### src/rtl/pdrc_pkg.sv
// Shared types and constants of the power domain reference count controller.
// No dependencies; every other file of the block but pdrc_ram refers to this package.
package pdrc_pkg;

  // operation codes of an input beat
  localparam logic [1:0] OP_REQUEST = 2'd0;
  localparam logic [1:0] OP_RELEASE = 2'd1;
  localparam logic [1:0] OP_TICK    = 2'd2;
  localparam logic [1:0] OP_NONE    = 2'd3;

  // status codes of a result beat
  localparam logic [1:0] ST_OK            = 2'd0;
  localparam logic [1:0] ST_INVALID_ARG   = 2'd1;
  localparam logic [1:0] ST_INVALID_STATE = 2'd2;

  // configuration register map
  localparam int unsigned CFG_INDEX_W = 3;
  localparam int unsigned CFG_DATA_W  = 16;
  localparam logic [CFG_INDEX_W-1:0] REG_CONTROLLER_READY = 3'd0;
  localparam logic [CFG_INDEX_W-1:0] REG_OFF_DELAY_TICKS  = 3'd1;
  localparam logic [CFG_INDEX_W-1:0] REG_SETTLE_TICKS_D0  = 3'd2;
  localparam logic [CFG_INDEX_W-1:0] REG_SETTLE_TICKS_D1  = 3'd3;
  localparam logic [CFG_INDEX_W-1:0] REG_SETTLE_TICKS_D2  = 3'd4;
  localparam logic [CFG_INDEX_W-1:0] REG_SETTLE_TICKS_D3  = 3'd5;

  // register reset values
  localparam logic [CFG_DATA_W-1:0] OFF_DELAY_RESET  = 16'd1000;
  localparam logic [CFG_DATA_W-1:0] SETTLE_D0_RESET  = 16'd100;
  localparam logic [CFG_DATA_W-1:0] SETTLE_D1_RESET  = 16'd100;
  localparam logic [CFG_DATA_W-1:0] SETTLE_D2_RESET  = 16'd1000;
  localparam logic [CFG_DATA_W-1:0] SETTLE_D3_RESET  = 16'd2000;

  // settle registers and domains visible on drive and settled
  localparam int unsigned SETTLE_REGS = 4;
  localparam int unsigned SHOWN_W     = 4;

  localparam logic [7:0] COUNT_MAX = 8'd255;

  typedef struct packed {
    logic [1:0] operation;
    logic [1:0] domain;
    logic [7:0] consumer;
    logic       shutdown;
  } pdrc_in_t;

  typedef struct packed {
    logic [1:0]         status;
    logic [SHOWN_W-1:0] drive;
    logic [SHOWN_W-1:0] settled;
    logic [7:0]         user_count;
    logic               table_full;
    logic               not_found;
    logic               count_saturated;
  } pdrc_out_t;

  // commands from the controller to the datapath
  typedef struct packed {
    logic capture;
    logic execute;
  } pdrc_cmd_t;

endpackage

### src/rtl/power_domain_refcount_controller.sv
// Reference counted power domain controller. Each input beat is a request, a release or a
// one millisecond tick; each produces exactly one result beat. An item is handled in order:
// first the addressed domain's consumer row is read from the slot RAM, then all slots are
// compared in parallel, counts and timers are updated and the result register is loaded.
// The next beat is accepted in the cycle after that, while the result may still wait to be
// taken; a result not yet taken holds the following item in its update step. Consumer slot
// occupancy lives in flip-flops cleared by reset, so no clearing pass is needed.
// Uses pdrc_pkg, pdrc_ctrl, pdrc_datapath and pdrc_ram.
module power_domain_refcount_controller #(
  parameter int unsigned SLOTS_PER_DOMAIN = 8,
  parameter int unsigned DOMAINS          = 4,
  parameter int unsigned ID_BITS          = 8,
  parameter int unsigned TIMER_BITS       = 16
) (
  input  logic                             clk,
  input  logic                             rst,
  input  logic                             in_valid,
  output logic                             in_ready,
  input  pdrc_pkg::pdrc_in_t               in_data,
  output logic                             out_valid,
  input  logic                             out_ready,
  output pdrc_pkg::pdrc_out_t              out_data,
  input  logic                             cfg_write,
  input  logic [pdrc_pkg::CFG_INDEX_W-1:0] cfg_index,
  input  logic [pdrc_pkg::CFG_DATA_W-1:0]  cfg_data
);

  pdrc_pkg::pdrc_cmd_t cmd;

  // sequencing
  pdrc_ctrl u_ctrl (
    .clk       (clk),
    .rst       (rst),
    .in_valid  (in_valid),
    .in_ready  (in_ready),
    .out_valid (out_valid),
    .out_ready (out_ready),
    .cmd       (cmd)
  );

  // tables, counters and timers
  pdrc_datapath #(
    .SLOTS_PER_DOMAIN (SLOTS_PER_DOMAIN),
    .DOMAINS          (DOMAINS),
    .ID_BITS          (ID_BITS),
    .TIMER_BITS       (TIMER_BITS)
  ) u_datapath (
    .clk       (clk),
    .rst       (rst),
    .cmd       (cmd),
    .in_data   (in_data),
    .cfg_write (cfg_write),
    .cfg_index (cfg_index),
    .cfg_data  (cfg_data),
    .out_data  (out_data)
  );

`ifndef SYNTH
  // an accepted beat keeps the input side closed for its update cycle
  a_busy_after_accept: assert property (@(posedge clk) disable iff (rst)
    cmd.capture |=> !in_ready)
    else $error("input accepted again before update");

  // flags are only raised on a successful access
  a_flags_need_ok: assert property (@(posedge clk) disable iff (rst)
    out_valid && (out_data.status != pdrc_pkg::ST_OK) |->
      !out_data.table_full && !out_data.not_found && !out_data.count_saturated)
    else $error("flag raised on a refused access");

  // a domain can only be settled while driven
  a_settled_driven: assert property (@(posedge clk) disable iff (rst)
    out_valid |-> ((out_data.settled & ~out_data.drive) == '0))
    else $error("settled without drive");

  // update fires only when the result register can take it
  a_no_overwrite: assert property (@(posedge clk) disable iff (rst)
    cmd.execute |-> (!out_valid || out_ready))
    else $error("result overwritten before it was taken");
`endif

endmodule

### src/rtl/pdrc_ram.sv
// Generic single write port RAM with registered read and read enable.
// No dependencies.
module pdrc_ram #(
  parameter int unsigned WIDTH = 64,
  parameter int unsigned DEPTH = 4
) (
  input  logic                                      clk,
  input  logic                                      we,
  input  logic [((DEPTH > 1) ? $clog2(DEPTH) : 1)-1:0] waddr,
  input  logic [WIDTH-1:0]                          wdata,
  input  logic                                      re,
  input  logic [((DEPTH > 1) ? $clog2(DEPTH) : 1)-1:0] raddr,
  output logic [WIDTH-1:0]                          rdata
);

  logic [WIDTH-1:0] mem [DEPTH];

  // write port
  always_ff @(posedge clk) begin
    if (we) begin
      mem[waddr] <= wdata;
    end
  end

  // registered read port
  always_ff @(posedge clk) begin
    if (re) begin
      rdata <= mem[raddr];
    end
  end

endmodule

### src/rtl/pdrc_ctrl.sv
// Sequencing state machine: accepts a beat, waits for the slot row read,
// then fires the update once the result register is free. Uses pdrc_pkg.
module pdrc_ctrl (
  input  logic                clk,
  input  logic                rst,
  input  logic                in_valid,
  output logic                in_ready,
  output logic                out_valid,
  input  logic                out_ready,
  output pdrc_pkg::pdrc_cmd_t cmd
);

  typedef enum logic {
    S_IDLE,
    S_EXEC
  } state_t;

  state_t state;
  logic   res_free;

  // result register may be loaded when empty or being drained
  assign res_free    = !out_valid || out_ready;
  assign in_ready    = (state == S_IDLE) && !rst;
  assign cmd.capture = in_valid && in_ready;
  assign cmd.execute = (state == S_EXEC) && res_free;

  // state and result valid flag
  always_ff @(posedge clk) begin
    if (rst) begin
      state     <= S_IDLE;
      out_valid <= 1'b0;
    end else begin
      unique case (state)
        S_IDLE: begin
          if (in_valid) begin
            state <= S_EXEC;
          end
        end
        S_EXEC: begin
          if (res_free) begin
            state <= S_IDLE;
          end
        end
        default: state <= S_IDLE;
      endcase
      if (cmd.execute) begin
        out_valid <= 1'b1;
      end else if (out_ready) begin
        out_valid <= 1'b0;
      end
    end
  end

endmodule

### src/rtl/pdrc_datapath.sv
// Datapath: configuration registers, consumer slot table, counts, timers
// and the result register. Uses pdrc_pkg and pdrc_ram.
module pdrc_datapath #(
  parameter int unsigned SLOTS_PER_DOMAIN = 8,
  parameter int unsigned DOMAINS          = 4,
  parameter int unsigned ID_BITS          = 8,
  parameter int unsigned TIMER_BITS       = 16
) (
  input  logic                                clk,
  input  logic                                rst,
  input  pdrc_pkg::pdrc_cmd_t                 cmd,
  input  pdrc_pkg::pdrc_in_t                  in_data,
  input  logic                                cfg_write,
  input  logic [pdrc_pkg::CFG_INDEX_W-1:0]    cfg_index,
  input  logic [pdrc_pkg::CFG_DATA_W-1:0]     cfg_data,
  output pdrc_pkg::pdrc_out_t                 out_data
);

  localparam int unsigned SLOTS  = SLOTS_PER_DOMAIN;
  localparam int unsigned DIDX_W = (DOMAINS > 1) ? $clog2(DOMAINS) : 1;
  localparam int unsigned ROW_W  = SLOTS * ID_BITS;
  localparam int unsigned CMP_W  = (TIMER_BITS > pdrc_pkg::CFG_DATA_W) ?
                                   TIMER_BITS : pdrc_pkg::CFG_DATA_W;
  localparam logic [CMP_W-1:0] TIMER_MAX = CMP_W'((64'd1 << TIMER_BITS) - 64'd1);
  localparam int unsigned SHOWN  = (DOMAINS < pdrc_pkg::SHOWN_W) ?
                                   DOMAINS : pdrc_pkg::SHOWN_W;

  // saturate a register value into a timer
  function automatic logic [TIMER_BITS-1:0] load_timer(
    input logic [pdrc_pkg::CFG_DATA_W-1:0] v
  );
    logic [CMP_W-1:0] ve;
    begin
      ve = CMP_W'(v);
      if (ve > TIMER_MAX) begin
        load_timer = TIMER_BITS'(TIMER_MAX);
      end else begin
        load_timer = TIMER_BITS'(ve);
      end
    end
  endfunction

  // configuration registers
  logic                                controller_ready;
  logic [pdrc_pkg::CFG_DATA_W-1:0]     off_delay_ticks;
  logic [pdrc_pkg::CFG_DATA_W-1:0]     settle_ticks [pdrc_pkg::SETTLE_REGS];

  // captured beat
  pdrc_pkg::pdrc_in_t item;

  // per domain state
  logic [SLOTS-1:0]      slot_used      [DOMAINS];
  logic [7:0]            ref_total      [DOMAINS];
  logic [DOMAINS-1:0]    domain_on;
  logic [TIMER_BITS-1:0] settle_timer   [DOMAINS];
  logic [DOMAINS-1:0]    off_pending;
  logic [TIMER_BITS-1:0] off_timer      [DOMAINS];

  logic [SLOTS-1:0]      slot_used_next [DOMAINS];
  logic [7:0]            ref_total_next [DOMAINS];
  logic [DOMAINS-1:0]    domain_on_next;
  logic [TIMER_BITS-1:0] settle_timer_next [DOMAINS];
  logic [DOMAINS-1:0]    off_pending_next;
  logic [TIMER_BITS-1:0] off_timer_next [DOMAINS];
  pdrc_pkg::pdrc_out_t   out_next;

  // slot row and lookup
  logic [SLOTS-1:0][ID_BITS-1:0] owner_row;
  logic [SLOTS-1:0][ID_BITS-1:0] wr_row;
  logic [ROW_W-1:0]              rd_bits;
  logic [DIDX_W-1:0]             didx;
  logic [DIDX_W-1:0]             in_didx;
  logic [ID_BITS-1:0]            who;
  logic [SLOTS-1:0]              used_row;
  logic [SLOTS-1:0]              match;
  logic [SLOTS-1:0]              cand;
  logic [SLOTS-1:0]              hit;
  logic [SLOTS-1:0]              req_sel;
  logic [SLOTS-1:0]              rel_sel;
  logic                          tracked;
  logic                          in_range;
  logic                          is_access;
  logic                          do_req;
  logic                          do_rel;
  logic [7:0]                    cnt_dec;
  logic [TIMER_BITS-1:0]         off_load;
  logic [TIMER_BITS-1:0]         settle_load;

  assign didx     = DIDX_W'(item.domain);
  assign in_didx  = DIDX_W'(in_data.domain);
  assign who      = ID_BITS'(item.consumer);
  assign in_range = ({2'b00, item.domain} < 4'(DOMAINS));

  // consumer rows, one per domain
  pdrc_ram #(
    .WIDTH (ROW_W),
    .DEPTH (DOMAINS)
  ) u_slot_ram (
    .clk   (clk),
    .we    (cmd.execute && do_req),
    .waddr (didx),
    .wdata (wr_row),
    .re    (cmd.capture),
    .raddr (in_didx),
    .rdata (rd_bits)
  );

  assign owner_row = rd_bits;

  // slot compare and first-slot selection
  always_comb begin
    used_row = slot_used[didx];
    for (int s = 0; s < SLOTS; s++) begin
      match[s]  = (owner_row[s] == who);
      wr_row[s] = owner_row[s];
    end
    cand    = ~used_row | match;
    hit     = used_row & match;
    tracked = |hit;
    req_sel = cand & (~cand + SLOTS'(1));
    rel_sel = hit & (~hit + SLOTS'(1));
    for (int s = 0; s < SLOTS; s++) begin
      if (req_sel[s]) begin
        wr_row[s] = who;
      end
    end
  end

  assign is_access   = (item.operation == pdrc_pkg::OP_REQUEST) ||
                       (item.operation == pdrc_pkg::OP_RELEASE);
  assign do_req      = (item.operation == pdrc_pkg::OP_REQUEST) && controller_ready &&
                       in_range && !item.shutdown;
  assign do_rel      = (item.operation == pdrc_pkg::OP_RELEASE) && controller_ready &&
                       in_range;
  assign cnt_dec     = (ref_total[didx] != 8'd0) ? (ref_total[didx] - 8'd1) : 8'd0;
  assign off_load    = load_timer(off_delay_ticks);
  assign settle_load = load_timer(settle_ticks[item.domain]);

  // next state and result of the captured beat
  always_comb begin
    slot_used_next    = slot_used;
    ref_total_next    = ref_total;
    domain_on_next    = domain_on;
    settle_timer_next = settle_timer;
    off_pending_next  = off_pending;
    off_timer_next    = off_timer;
    out_next          = '0;

    if (is_access && (!controller_ready || !in_range)) begin
      out_next.status = pdrc_pkg::ST_INVALID_ARG;
    end else if ((item.operation == pdrc_pkg::OP_REQUEST) && item.shutdown) begin
      out_next.status = pdrc_pkg::ST_INVALID_STATE;
    end else begin
      out_next.status = pdrc_pkg::ST_OK;
    end

    case (item.operation)
      pdrc_pkg::OP_REQUEST: begin
        if (do_req) begin
          slot_used_next[didx] = used_row | req_sel;
          out_next.table_full  = ~|cand;
          if (!tracked) begin
            if (ref_total[didx] == pdrc_pkg::COUNT_MAX) begin
              out_next.count_saturated = 1'b1;
            end else begin
              ref_total_next[didx] = ref_total[didx] + 8'd1;
            end
          end
          if (!domain_on[didx]) begin
            domain_on_next[didx]    = 1'b1;
            settle_timer_next[didx] = settle_load;
          end
        end
      end
      pdrc_pkg::OP_RELEASE: begin
        if (do_rel) begin
          slot_used_next[didx] = used_row & ~rel_sel;
          out_next.not_found   = ~|hit;
          ref_total_next[didx] = cnt_dec;
          if ((cnt_dec == 8'd0) && domain_on[didx]) begin
            if (off_load == '0) begin
              domain_on_next[didx]    = 1'b0;
              off_pending_next[didx]  = 1'b0;
              off_timer_next[didx]    = '0;
              settle_timer_next[didx] = '0;
            end else begin
              off_pending_next[didx] = 1'b1;
              off_timer_next[didx]   = off_load;
            end
          end
        end
      end
      pdrc_pkg::OP_TICK: begin
        for (int d = 0; d < DOMAINS; d++) begin
          if (settle_timer[d] != '0) begin
            settle_timer_next[d] = settle_timer[d] - TIMER_BITS'(1);
          end
          if (off_pending[d]) begin
            if (off_timer[d] != '0) begin
              off_timer_next[d] = off_timer[d] - TIMER_BITS'(1);
            end
            // expiry: switch off only if still unused
            if (off_timer[d] < TIMER_BITS'(2)) begin
              off_pending_next[d] = 1'b0;
              if ((ref_total[d] == 8'd0) && domain_on[d]) begin
                domain_on_next[d]    = 1'b0;
                off_timer_next[d]    = '0;
                settle_timer_next[d] = '0;
              end
            end
          end
        end
      end
      default: ;
    endcase

    // outputs after the update
    for (int i = 0; i < SHOWN; i++) begin
      out_next.drive[i]   = domain_on_next[i] && !item.shutdown;
      out_next.settled[i] = domain_on_next[i] && !item.shutdown &&
                            (settle_timer_next[i] == '0);
    end
    out_next.user_count = in_range ? ref_total_next[didx] : 8'd0;
  end

  // configuration writes
  always_ff @(posedge clk) begin
    if (rst) begin
      controller_ready <= 1'b0;
      off_delay_ticks  <= pdrc_pkg::OFF_DELAY_RESET;
      settle_ticks[0]  <= pdrc_pkg::SETTLE_D0_RESET;
      settle_ticks[1]  <= pdrc_pkg::SETTLE_D1_RESET;
      settle_ticks[2]  <= pdrc_pkg::SETTLE_D2_RESET;
      settle_ticks[3]  <= pdrc_pkg::SETTLE_D3_RESET;
    end else if (cfg_write) begin
      unique case (cfg_index)
        pdrc_pkg::REG_CONTROLLER_READY: controller_ready <= cfg_data[0];
        pdrc_pkg::REG_OFF_DELAY_TICKS:  off_delay_ticks  <= cfg_data;
        pdrc_pkg::REG_SETTLE_TICKS_D0:  settle_ticks[0]  <= cfg_data;
        pdrc_pkg::REG_SETTLE_TICKS_D1:  settle_ticks[1]  <= cfg_data;
        pdrc_pkg::REG_SETTLE_TICKS_D2:  settle_ticks[2]  <= cfg_data;
        pdrc_pkg::REG_SETTLE_TICKS_D3:  settle_ticks[3]  <= cfg_data;
        default: ;
      endcase
    end
  end

  // captured beat and result register
  always_ff @(posedge clk) begin
    if (cmd.capture) begin
      item <= in_data;
    end
    if (cmd.execute) begin
      out_data <= out_next;
    end
  end

  // domain state
  always_ff @(posedge clk) begin
    if (rst) begin
      for (int d = 0; d < DOMAINS; d++) begin
        slot_used[d]    <= '0;
        ref_total[d]    <= '0;
        settle_timer[d] <= '0;
        off_timer[d]    <= '0;
      end
      domain_on   <= '0;
      off_pending <= '0;
    end else if (cmd.execute) begin
      slot_used    <= slot_used_next;
      ref_total    <= ref_total_next;
      domain_on    <= domain_on_next;
      settle_timer <= settle_timer_next;
      off_pending  <= off_pending_next;
      off_timer    <= off_timer_next;
    end
  end

endmodule
### config.mk
export PLATFORM = sky130hd
export DESIGN_NAME = power_domain_refcount_controller
export DESIGN_NICKNAME = d
export VERILOG_FILES = /design/src/rtl/pdrc_pkg.sv /design/src/rtl/power_domain_refcount_controller.sv /design/src/rtl/pdrc_ram.sv /design/src/rtl/pdrc_ctrl.sv /design/src/rtl/pdrc_datapath.sv
export SDC_FILE = /design/constraint.sdc
export NUM_CORES = 1
export LEC_CHECK = 0
export ABC_CLOCK_PERIOD_IN_PS = 12320
export BUFFER_PORTS_ARGS = -buffer_cell sky130_fd_sc_hd__buf_2
export CORE_MARGIN = 2
export CORE_UTILIZATION = 30
export CTS_BUF_LIST = sky130_fd_sc_hd__clkbuf_4
export CTS_CLUSTER_SIZE = 8
export DETAILED_ROUTE_END_ITERATION = 10
export GPL_ROUTABILITY_DRIVEN = 0
export PLACE_DENSITY = 0.46
export SYNTH_ARGS = -nofsm -noshare
export SYNTH_HDL_FRONTEND = slang
export SYNTH_SLANG_ARGS = --single-unit
### constraint.sdc
create_clock -name clk -period 12.32 [get_ports clk]
set_input_delay 2.464 -clock clk [delete_from_list [all_inputs] [get_ports clk]]
set_output_delay 2.464 -clock clk [all_outputs]
set_load 0.01 [all_outputs]
==> summary.md, run 1 <==
| Metric | Value |
|---|---|
| Outcome | `finished, final reports clean` |
| Total routed wirelength | `104.3 mm` |
| Global route overflow | `0` |
| Critical path type | `in -> out` |
| Maximum fanout along the worst path | `52` |
| Initial antenna violation count | `3` |
| Max VDD drop | `0.07226 mV` |
| Clk pin slew, worst setup/hold paths | `60 ps` |
| Rel. slew slack | `0.2957` |
| Synth top area cells | `edfxtp_1, dfxtp_1, mux4_2` |
| Period minus WS final | `5536 ps` |
| CTS Hold Buffers Added | `0` |
| Skew-Pair Late Insertion Delay | `1120 ps` |
| Hold crit path type | `reg -> reg` |
| Primary FF master, synth | `edfxtp_1` |
| Mean post-synth cell area | `10.63 sq um` |
| CP endpoint kind | `primary output` |
| Clk buf depth | `3` |
| Syn-to-layout area delta | `13.07%` |
| Worst-Margin Slew | `1053 ps` |
| RSZ-0062 raised after global routing | `false` |
| Sequential area share after synthesis | `0.5149` |
| First-pass GRT wire length | `159.5 mm` |
| CTS tree | `done` |
| # setup viols final | `0` |
| Mapped Area | `0.03297 sq mm` |
| Synth warn | `0` |
| Post-synth EDFFs | `418` |
| Row count | `121` |
| Share of layout cells above drive strength 1 | `0.1989` |
| Number of gates resized after CTS | `0` |
| Startpoint Class | `primary input` |
| Fill cell count | `11,140` |
| Sw Share | `0.2726` |
| Worst hold slack | `479.2 ps` |
| Pin count of the biggest net entering global routing | `77` |
| Detailed-route via count | `25,900` |
| Number of CTS-inserted buffers | `182` |
| Hpwl dp | `66.23 mm` |
| Maximum clock rate | `180.6 MHz` |
| Avg WL per Cell | `21.91 microns` |
| Sequential Power Share | `0.482` |
| CP arrival | `3070 ps` |
| Asr flop ratio synth | `0` |
| Fin Setup TNS | `0 ps` |
| Most frequent cells in the layout | `edfxtp_1, nor2_1, nand2_1, clkbuf_4, dfxtp_1` |
| Vias in the first global route | `25,650` |
| Slew Limit Fails | `0` |
| P_sw | `1333 uW` |
| Fin nets | `3,260` |
| Clock sink count | `639` |
| DRC | `0` |
| Power share of the clock group | `0.426` |
| Drt pass-1 iters | `5` |
| Worst Skew | `89.86 ps` |
| Syn nets | `3,152` |
| Comb power frac | `0.093` |
| Iter 0 DRT Violations | `2,257` |
| Synth unique cells | `102` |
| Int Power | `3555 uW` |
| Total power | `4888 uW` |
| Cell taking the most area after synthesis | `edfxtp_1` |
| Core Region | `0.1090 sq mm` |
| Port Buffer Count | `59` |
| CTS root buf | `clkbuf_4` |
| Yosys top cell area share | `0.3807` |
| Power density cells | `131.1 mW/mm^2` |
| Post-CTS Setup Inserts | `0` |
| Reg area | `0.01698 sq mm` |
| Initial core utilization | `0.3024` |
| Pleak | `0.01240 uW` |
| IO Count | `60` |
| R2R Path Start | `u_datapath.didx[0]` |
| Period utilization | `0.4494` |
| Die ar. | `0.1126 sq mm` |
| Worst EP required | `9860 ps` |
| Multi-input logic area | `0.01507 sq mm` |
| Final hold vios | `0` |
| Min-Delay Startpoint | `u_datapath.off_timer[36]` |
| Cells after Synth | `3,100` |
| DIE WIDTH | `335.5 microns` |
| GRT Total Usage | `0.1839` |
| Die Y | `335.5 microns` |
| CP startpoint | `rst` |
| Max_cap viols | `0` |
| #FFs+latches synth | `639` |
| Post-DR vias/cell | `5.439` |
| Leading cell type in the layout, fill and taps excluded | `edfxtp_1` |
| H-Tree Depth | `4` |
| Antenna-violating nets left | `0` |
-- power by group through the flow --
stage	clock network [uW]	registers, uW	logic (uW)
global placement	0	2400	456
detailed placement	0	2400	453
global route	2270	2360	492
finish	2080	2350	453
CTS	2160	2350	454
floorplan	0	2380	306
-- registers in the layout (all words and copies together), names as in the netlist, 3 cells and up, named ones only --
register	count
u_datapath.u_slot_ram.rdata	64
u_datapath.ref_total	32
u_datapath.slot_used	32
u_datapath.off_delay_ticks	16
u_datapath.item	3
u_datapath.out_data	21
u_datapath.domain_on	4
u_datapath.off_timer	64
u_datapath.settle_ticks	64
u_datapath.settle_timer	64
u_datapath.who	8
u_datapath.u_slot_ram.mem	256
-- final timing paths --
| kind | to | slack, ps | depth (start not counted) |
|---|---|---|---|
| max reg2reg | u_datapath.off_timer[27] | 7270 | 14 |
| max | in_ready | 6780 | 3 |
| min | u_datapath.off_timer[36] | 480 | 2 |
| min reg2reg | u_datapath.off_timer[36] | 480 | 2 |
-- per-layer routing --
metal | part of all wire | vias up | global-route usage | wire, microns
met4 | 0.028 | 0 | 0.07051 | 2901
met3 | 0.054 | 195 | 0.03378 | 5614
met2 | 0.47 | 809 | 0.2969 | 48970
met5 | 0 | - | 0 | 0
met1 | 0.45 | 12810 | 0.2443 | 46850
li1 | - | 12090 | - | -
-- final cells by class --
type | instances | area share
Antenna cell | 4 | 0.0002685
Clock buffer | 289 | 0.05820
Timing Repair Buffer | 126 | 0.02172
Multi-Input combinational cell | 2205 | 0.4042
Sequential cell | 639 | 0.4554
Clock inverter | 31 | 0.007216
Tap cell | 1414 | 0.04746
Inverter | 54 | 0.005505
-- cell families (layout without fill, tap and decap cells) --
logic type | after synthesis | count (layout) | share of synthesized area
other | 0 | 4 | 0
muxes | 255 | 255 | 0.1179
and+or+nand+nor | 1101 | 1101 | 0.1618
DFF | 639 | 639 | 0.5149
adders and majority gates | 15 | 15 | 0.005693
xor gates and xnor gates | 89 | 89 | 0.02364
buffers and inverters | 256 | 500 | 0.03055
AOI/OAI and AO/OA | 745 | 745 | 0.1455
-- synthesized netlist by cell type (12+ instances only) --
cell type / instances
nor2_1: 306
mux2i_1: 80
nor4_1: 57
nand3_1: 87
xor2_1: 48
nand4_1: 22
a21o_1: 12
clkbuf_1: 164
inv_1: 52
or3_1: 29
or4_1: 13
a31oi_1: 30
nand2_1: 296
and3_1: 17
mux4_2: 99
or2_2: 13
xnor2_1: 41
mux2_2: 76
o31ai_1: 12
nor3_1: 99
nand2b_1: 30
o21ai_0: 216
o22ai_1: 26
o32ai_1: 12
a22oi_1: 62
dfxtp_1: 221
and2_1: 68
a221oi_1: 13
ha_1: 15
buf_1: 22
a21oi_1: 188
nor2b_1: 15
a211oi_1: 46
edfxtp_1: 418
-- worst max-delay path, stage by stage --
cell and delay (ps):
buf_6 340, nor2_1 100, buf_2 160
-- per-stage QoR --
stage	setup slack (ps)	area, sq um	util	std cells
after floorplan	5527	32970	-	3100
final	6784	37280	0.3420	4762
after detailed placement	6737	34830	0.3195	4438
after global routing	6716	37280	0.3420	4762
after CTS	6739	37270	0.3419	4758
after global placement	6737	34830	0.3195	4438
Note: power is estimated with default switching activity, not from simulation.
==> inputs of run 2 (changes only) <==
ABC_CLOCK_PERIOD_IN_PS = 5720   (was 12320)
clock period = 5.72 ns   (was 12.32 ns; I/O delays follow)
==> run 2 against run 1 <==
Net effect:
- flip-flop and latch count did not move
- setup slack got worse by 5800 ps
- clock skew fell by 4.2 ps
- via count barely moved
- largest power group unchanged
- sequential power rose by 120%
- core utilization rose by 0.15 points
- sequential share of layout area fell by 0.20 points
- wire length rose by 1.2%
- critical path depth rose by 11
- clock-buffer cell count rose by 2
- global-route usage rose by 0.37 points
- largest cell class unchanged
- hold slack got worse by 340 ps
==> summary.md, run 2 (synthesis results as in run 1) <==
| Metric | Value |
|---|---|
| Global route overflow | `0` |
| Port Buffer Count | `59` |
| Multi-input logic area | `0.01507 sq mm` |
| GRT Total Usage | `0.1876` |
| Top Family by Delay on Critical Path | `compound AO/OA/AOI/OAI gates` |
| Power share of the clock group | `0.424` |
| Hold path cells | `1` |
| P_sw | `2853 uW` |
| Fin nets | `3,276` |
| Flop2flop setup slack | `1030 ps` |
| First-pass GRT wire length | `161.4 mm` |
| Reg2reg path depth | `14` |
| Min-Delay Startpoint | `in_data[3]` |
| Int Power | `7662 uW` |
| Initial antenna violation count | `2` |
| Clk pin slew, worst setup/hold paths | `60 ps` |
| Placed insts | `4,452` |
| Worst-Margin Slew | `1236 ps` |
| Worst path max stage delay | `770 ps` |
| Final hold vios | `0` |
| RSZ-0062 raised after global routing | `false` |
| Pin count of the biggest net entering global routing | `133` |
| Most frequent cells in the layout | `edfxtp_1, nor2_1, nand2_1, clkbuf_4, dfxtp_1` |
| Crit-path cells | `buf_4 -> mux4_2 -> inv_1 -> ha_1 -> inv_1 -> a41o_1 -> o2111ai_1 -> o2bb2a_4 -> a32oi_1 -> a211oi_2 -> buf_4 -> a21oi_1 -> o21ai_0 -> o21ai_0` |
| Max_cap viols | `0` |
| Comb power frac | `0.092` |
| Initial core utilization | `0.3024` |
| RR Endpoint | `u_datapath.off_timer[26]` |
| H-Tree Depth | `4` |
| Row count | `121` |
| Critical path type | `reg -> reg` |
| Syn-to-layout area delta | `13.56%` |
| Detailed-route via count | `25,880` |
| Top reg by flops | `u_datapath.u_slot_ram.mem` |
| Share of layout cells above drive strength 1 | `0.2013` |
| Total routed wirelength | `105.6 mm` |
| Sequential Power Share | `0.484` |
| Maximum clock rate | `213.2 MHz` |
| Antenna-violating nets left | `0` |
| Clk buf depth | `3` |
| Rel. slew slack | `0.1731` |
| Vias in the first global route | `25,840` |
| Reg area | `0.01698 sq mm` |
| Post-CTS Setup Inserts | `0` |
| Maximum fanout along the worst path | `23` |
| Slew Limit Fails | `0` |
| Hold crit path type | `in -> reg` |
| Max VDD drop | `0.1754 mV` |
| CP max-delay cell | `a32oi_1` |
| Clock sink count | `639` |
| Outcome | `finished, final reports clean` |
| Post-DR vias/cell | `5.407` |
| Skew-Pair Late Insertion Delay | `1180 ps` |
| DRC | `0` |
| IO Count | `60` |
| Avg WL per Cell | `22.06 microns` |
| Iter 0 DRT Violations | `2,184` |
| Hpwl dp | `69.15 mm` |
| R2R Path Start | `u_datapath.didx[1]` |
| CP endpoint kind | `flip-flop` |
| DIE WIDTH | `335.5 microns` |
| Fin Setup TNS | `0 ps` |
| Worst Path Buf+Inv | `4` |
| Leading cell type in the layout, fill and taps excluded | `edfxtp_1` |
| Number of CTS-inserted buffers | `184` |
| Worst Skew | `85.70 ps` |
| Core Region | `0.1090 sq mm` |
| CP arrival | `5740 ps` |
| Period minus WS final | `4691 ps` |
| Number of gates resized after CTS | `0` |
| Fill cell count | `11,170` |
| Drt pass-1 iters | `5` |
| Worst EP required | `6770 ps` |
| Fin cells | `4,787` |
| Die Y | `335.5 microns` |
| # setup viols final | `0` |
| Pleak | `0.01247 uW` |
| Power density cells | `280.9 mW/mm^2` |
| Die ar. | `0.1126 sq mm` |
| Worst Hold End | `u_datapath.who[2]` |
| Sw Share | `0.2714` |
| Startpoint Class | `flip-flop` |
| CTS Hold Buffers Added | `0` |
| Max reg flops | `256` |
| CTS tree | `done` |
| Period utilization | `0.8202` |
| CTS root buf | `clkbuf_4` |
-- run 2: how the worst max path moves through the flow --
stage	startpoint	end	slack, ps	cells past startpoint
after floorplan	out_ready	u_datapath.u_slot_ram.mem[0][0]	250	8
after global placement	u_datapath.didx[1]	u_datapath.off_timer[20]	1140	14
after detailed placement	u_datapath.didx[1]	u_datapath.off_timer[20]	1100	14
after CTS	u_datapath.didx[1]	u_datapath.off_timer[20]	1040	14
after global routing	u_datapath.didx[1]	u_datapath.off_timer[20]	710	14
final	u_datapath.didx[1]	u_datapath.off_timer[26]	1030	14
-- run 2: per-stage QoR --
stage / hold WS [ps] / utilization / total power, uW / area [sq um] / setup WS, ps
global placement: 468.8 / 0.3209 / 6161 / 34980 / 1142
CTS: 6.266 / 0.3433 / 10700 / 37430 / 1035
floorplan: 436.6 / - / 5792 / 32970 / 246.7
detailed placement: 474.3 / 0.3209 / 6156 / 34980 / 1101
global route: 45.50 / 0.3435 / 11030 / 37440 / 711.4
finish: 142.5 / 0.3435 / 10520 / 37440 / 1029
-- run 2: area by class of cell --
type,instances,area share
tap,1414,0.04726
clock inverter,39,0.006885
antenna,5,0.0003342
multi-input combinational,2205,0.4025
timing repair buffer,140,0.02577
clock buffer,291,0.05835
sequential,639,0.4534
inverter,54,0.005481
-- run 2: power by group through the flow --
stage | clock, uW | sequential (uW) | combinational (uW)
after global routing | 4880 | 5100 | 1060
after global placement | 0 | 5190 | 974
final | 4460 | 5090 | 972
after floorplan | 0 | 5130 | 659
after CTS | 4640 | 5090 | 972
after detailed placement | 0 | 5190 | 969
-- run 2: per-layer routing --
layer / part of all wire / track usage / up-vias
li1: - / - / 12110
met1: 0.44 / 0.2463 / 12760
met2: 0.47 / 0.2984 / 826
met3: 0.057 / 0.03927 / 187
met4: 0.032 / 0.08091 / 0
met5: 0 / 0 / -
==> inputs of run 3 (changes only) <==
ABC_AREA = 1   (was unset)
ABC_CLOCK_PERIOD_IN_PS = 4760   (was 5720)
clock period = 4.76 ns   (was 5.72 ns; I/O delays follow)
==> run 3 against run 2 <==
Net effect:
- synthesized cell count grew 38%
- clock-buffer cell count down 21
- wire length up 11%
- area after synthesis rose by 4.1%
- highest routed layer unchanged
==> summary.md, run 3 <==
| Metric | Value |
|---|---|
| Outcome | `finished, final reports clean` |
| Global route overflow | `0` |
| Period minus WS final | `4214 ps` |
| Drt pass-1 iters | `8` |
| Die Y | `342.3 microns` |
| Fin nets | `4,454` |
| Int Power | `9438 uW` |
| Design Area, Final | `0.03888 sq mm` |
| Power density cells | `347.1 mW/mm^2` |
| Mean post-synth cell area | `7.997 sq um` |
| CTS root buf | `clkbuf_4` |
| Worst path max stage delay | `590 ps` |
| Worst EP required | `5530 ps` |
| Reg2reg path depth | `18` |
| Worst Skew | `61.29 ps` |
| DRC | `0` |
| Final hold vios | `0` |
| Top reg by flops | `u_datapath.u_slot_ram.mem` |
| Placed cell areas | `0.03638 sq mm` |
| Max reg flops | `256` |
| Period utilization | `0.8853` |
| Detailed-route via count | `30,760` |
| GRT Total Usage | `0.1971` |
| Worst hold slack | `168.2 ps` |
| Syn-to-layout area delta | `13.25%` |
| Core Region | `0.1139 sq mm` |
| IO Count | `60` |
| Most frequent cell after synthesis | `nand2_1` |
| Leading cell type in the layout, fill and taps excluded | `nand2_1` |
| Antenna-violating nets left | `0` |
| Most frequent cells in the layout | `nand2_1, o21ai_0, nor2_1, edfxtp_1, inv_1` |
| Port Buffer Count | `59` |
| Initial antenna violation count | `4` |
| Asr flop ratio synth | `0` |
| CTS tree | `done` |
| Hold crit path type | `in -> reg` |
| Vias in the first global route | `29,620` |
| CP max-delay cell | `nor2_2` |
| Crit-path cells | `buf_4 -> nor2_2 -> nand2_1 -> nand2_1 -> nor2_2 -> inv_1 -> ha_1 -> inv_1 -> nor3_1 -> nand4_1 -> nor2_1 -> nor2_1 -> nand2_1 -> nand2_1 -> nand3_1 -> nand2_1 -> nand2_1 -> nand4_1` |
| H-Tree Depth | `4` |
| Primary FF master, synth | `edfxtp_1` |
| Pin count of the biggest net entering global routing | `118` |
| Synth top area cells | `edfxtp_1, dfxtp_1, nand2_1` |
| Row count | `124` |
| Clk pin slew, worst setup/hold paths | `70 ps` |
| Cells after Synth | `4,293` |
| CP endpoint kind | `flip-flop` |
| Uppermost routed layer | `met4` |
| DR WL met3 | `6.264 mm` |
| Mapped Area | `0.03433 sq mm` |
| Clock sink count | `639` |
| Total routed wirelength | `116.8 mm` |
| First-pass GRT wire length | `179.8 mm` |
| DIE WIDTH | `342.3 microns` |
| Sequential area share after synthesis | `0.4945` |
| R2R Path Start | `u_datapath.didx[0]` |
| Clk buf depth | `3` |
| Share of layout cells above drive strength 1 | `0.1162` |
| Iter 0 DRT Violations | `2,279` |
| Slew Limit Fails | `0` |
| # setup viols final | `0` |
| Worst Path Buf+Inv | `3` |
| Flop2flop setup slack | `550 ps` |
| Die ar. | `0.1172 sq mm` |
| RR Endpoint | `u_datapath.out_data[9]` |
| Critical path type | `reg -> reg` |
| Avg WL per Cell | `19.24 microns` |
| RSZ-0062 raised after global routing | `false` |
| Sequential Power Share | `0.463` |
| Synth warn | `0` |
| Startpoint Class | `flip-flop` |
| Top Family by Delay on Critical Path | `simple AND/OR/NAND/NOR gates` |
| P_sw | `4055 uW` |
| Worst Hold End | `u_datapath.item[11]` |
| Post-DR vias/cell | `5.066` |
| Pleak | `0.01544 uW` |
| Pre-CTS setup slack | `570.1 ps` |
| Post-synth EDFFs | `418` |
| Hold path cells | `1` |
| Max_cap viols | `0` |
| M1 WL | `53.23 mm` |
| Max VDD drop | `0.1947 mV` |
| Power share of the clock group | `0.393` |
| Yosys top cell area share | `0.3656` |
| Fill cell count | `12,200` |
| Maximum fanout along the worst path | `22` |
| Rel. slew slack | `0.2739` |
| Cell taking the most area after synthesis | `edfxtp_1` |
| #FFs+latches synth | `639` |
| Skew-Pair Late Insertion Delay | `1090 ps` |
| CP startpoint | `u_datapath.didx[0]` |
| Post-CTS Setup Inserts | `0` |
| Synth unique cells | `50` |
| Top post-synthesis cells by count | `nand2_1, o21ai_0, nor2_1` |
| Syn nets | `4,345` |
| Min-Delay Startpoint | `in_data[11]` |
| Most common cell on crit path | `nand2_1` |
| Setup ws final | `545.8 ps` |
| Hpwl dp | `75.51 mm` |
| Sw Share | `0.3005` |
| Number of CTS-inserted buffers | `183` |
| Initial core utilization | `0.3015` |
| Maximum clock rate | `237.3 MHz` |
| Metal2 WL | `54.15 mm` |
| Worst-Margin Slew | `1088 ps` |
| CP arrival | `4990 ps` |
| Comb power frac | `0.144` |
-- run 3: cell count changes in the layout (fill, tap and decap cells not counted), moves of 75 or more --
cell	delta
nand2_1	+552
mux4_2	-99
nand3_1	+157
mux2i_1	-80
mux2_2	-75
a21oi_1	+77
o22ai_1	+91
o21ai_0	+270
inv_1	+367
nor2_1	+169
-- run 3: layout make-up --
cell class                 count  area, sq um  share of cell area
sequential                   639        16980              0.4367
multi-input combinational   2989        14830              0.3815
clock inverter                65        375.4            0.009655
antenna                        7        17.52           0.0004506
timing repair buffer         157         1131             0.02909
clock buffer                 270         2027             0.05214
tap                         1512         1892             0.04866
inverter                     432         1629             0.04190
-- run 3: power groups by stage --
| stage | clock network, uW | registers, uW | logic [uW] |
|---|---|---|---|
| 6_report | 5310 | 6240 | 1940 |
| 5_1_grt | 5790 | 6260 | 2190 |
| 4_1_cts | 5510 | 6240 | 1940 |
| 3_5_place_dp | 0 | 6360 | 1930 |
| 3_3_place_gp | 0 | 6360 | 1930 |
| 2_1_floorplan | 0 | 6290 | 1360 |
-- run 3: per-layer routing --
layer | vias up | track usage
met5 | - | 0
met4 | 0 | 0.07520
met3 | 197 | 0.03229
met2 | 838 | 0.3207
met1 | 14640 | 0.2621
li1 | 15080 | -
-- run 3: kinds of logic after synthesis --
logic type	synth area share
flip-flops	0.4945
multiplexers	0.0003280
adder cells (fa/ha/maj)	0.005467
AO/OA/AOI/OAI	0.1793
XOR/XNOR	0.02475
buffers and inverters	0.07530
AND/OR/NAND/NOR	0.2203
-- run 3: worst max path at each step --
stage	to	slack [ps]	cells after the start
floorplan	u_datapath.u_slot_ram.mem[1][0]	-140	6
global route	u_datapath.off_timer[30]	160	20
CTS	u_datapath.out_data[10]	530	18
global placement	u_datapath.out_data[10]	640	18
finish	u_datapath.out_data[9]	550	18
detailed placement	u_datapath.out_data[10]	570	18
-- run 3: through the flow --
stage / TNS (ps) / util / cells / total power (uW)
after floorplan: -35230 / - / 4293 / 7649
after global placement: 0 / 0.3194 / 5721 / 8293
after detailed placement: 0 / 0.3194 / 5721 / 8291
after CTS: 0 / 0.3412 / 6064 / 13690
after global routing: 0 / 0.3414 / 6071 / 14240
final: 0 / 0.3414 / 6071 / 13490
-- run 3: repair_timing --
| item | CTS | global route |
|---|---|---|
| hold buffers | 8 | 0 |
| resized for setup | 0 | 0 |
| hold endpoints to repair | 8 | 0 |
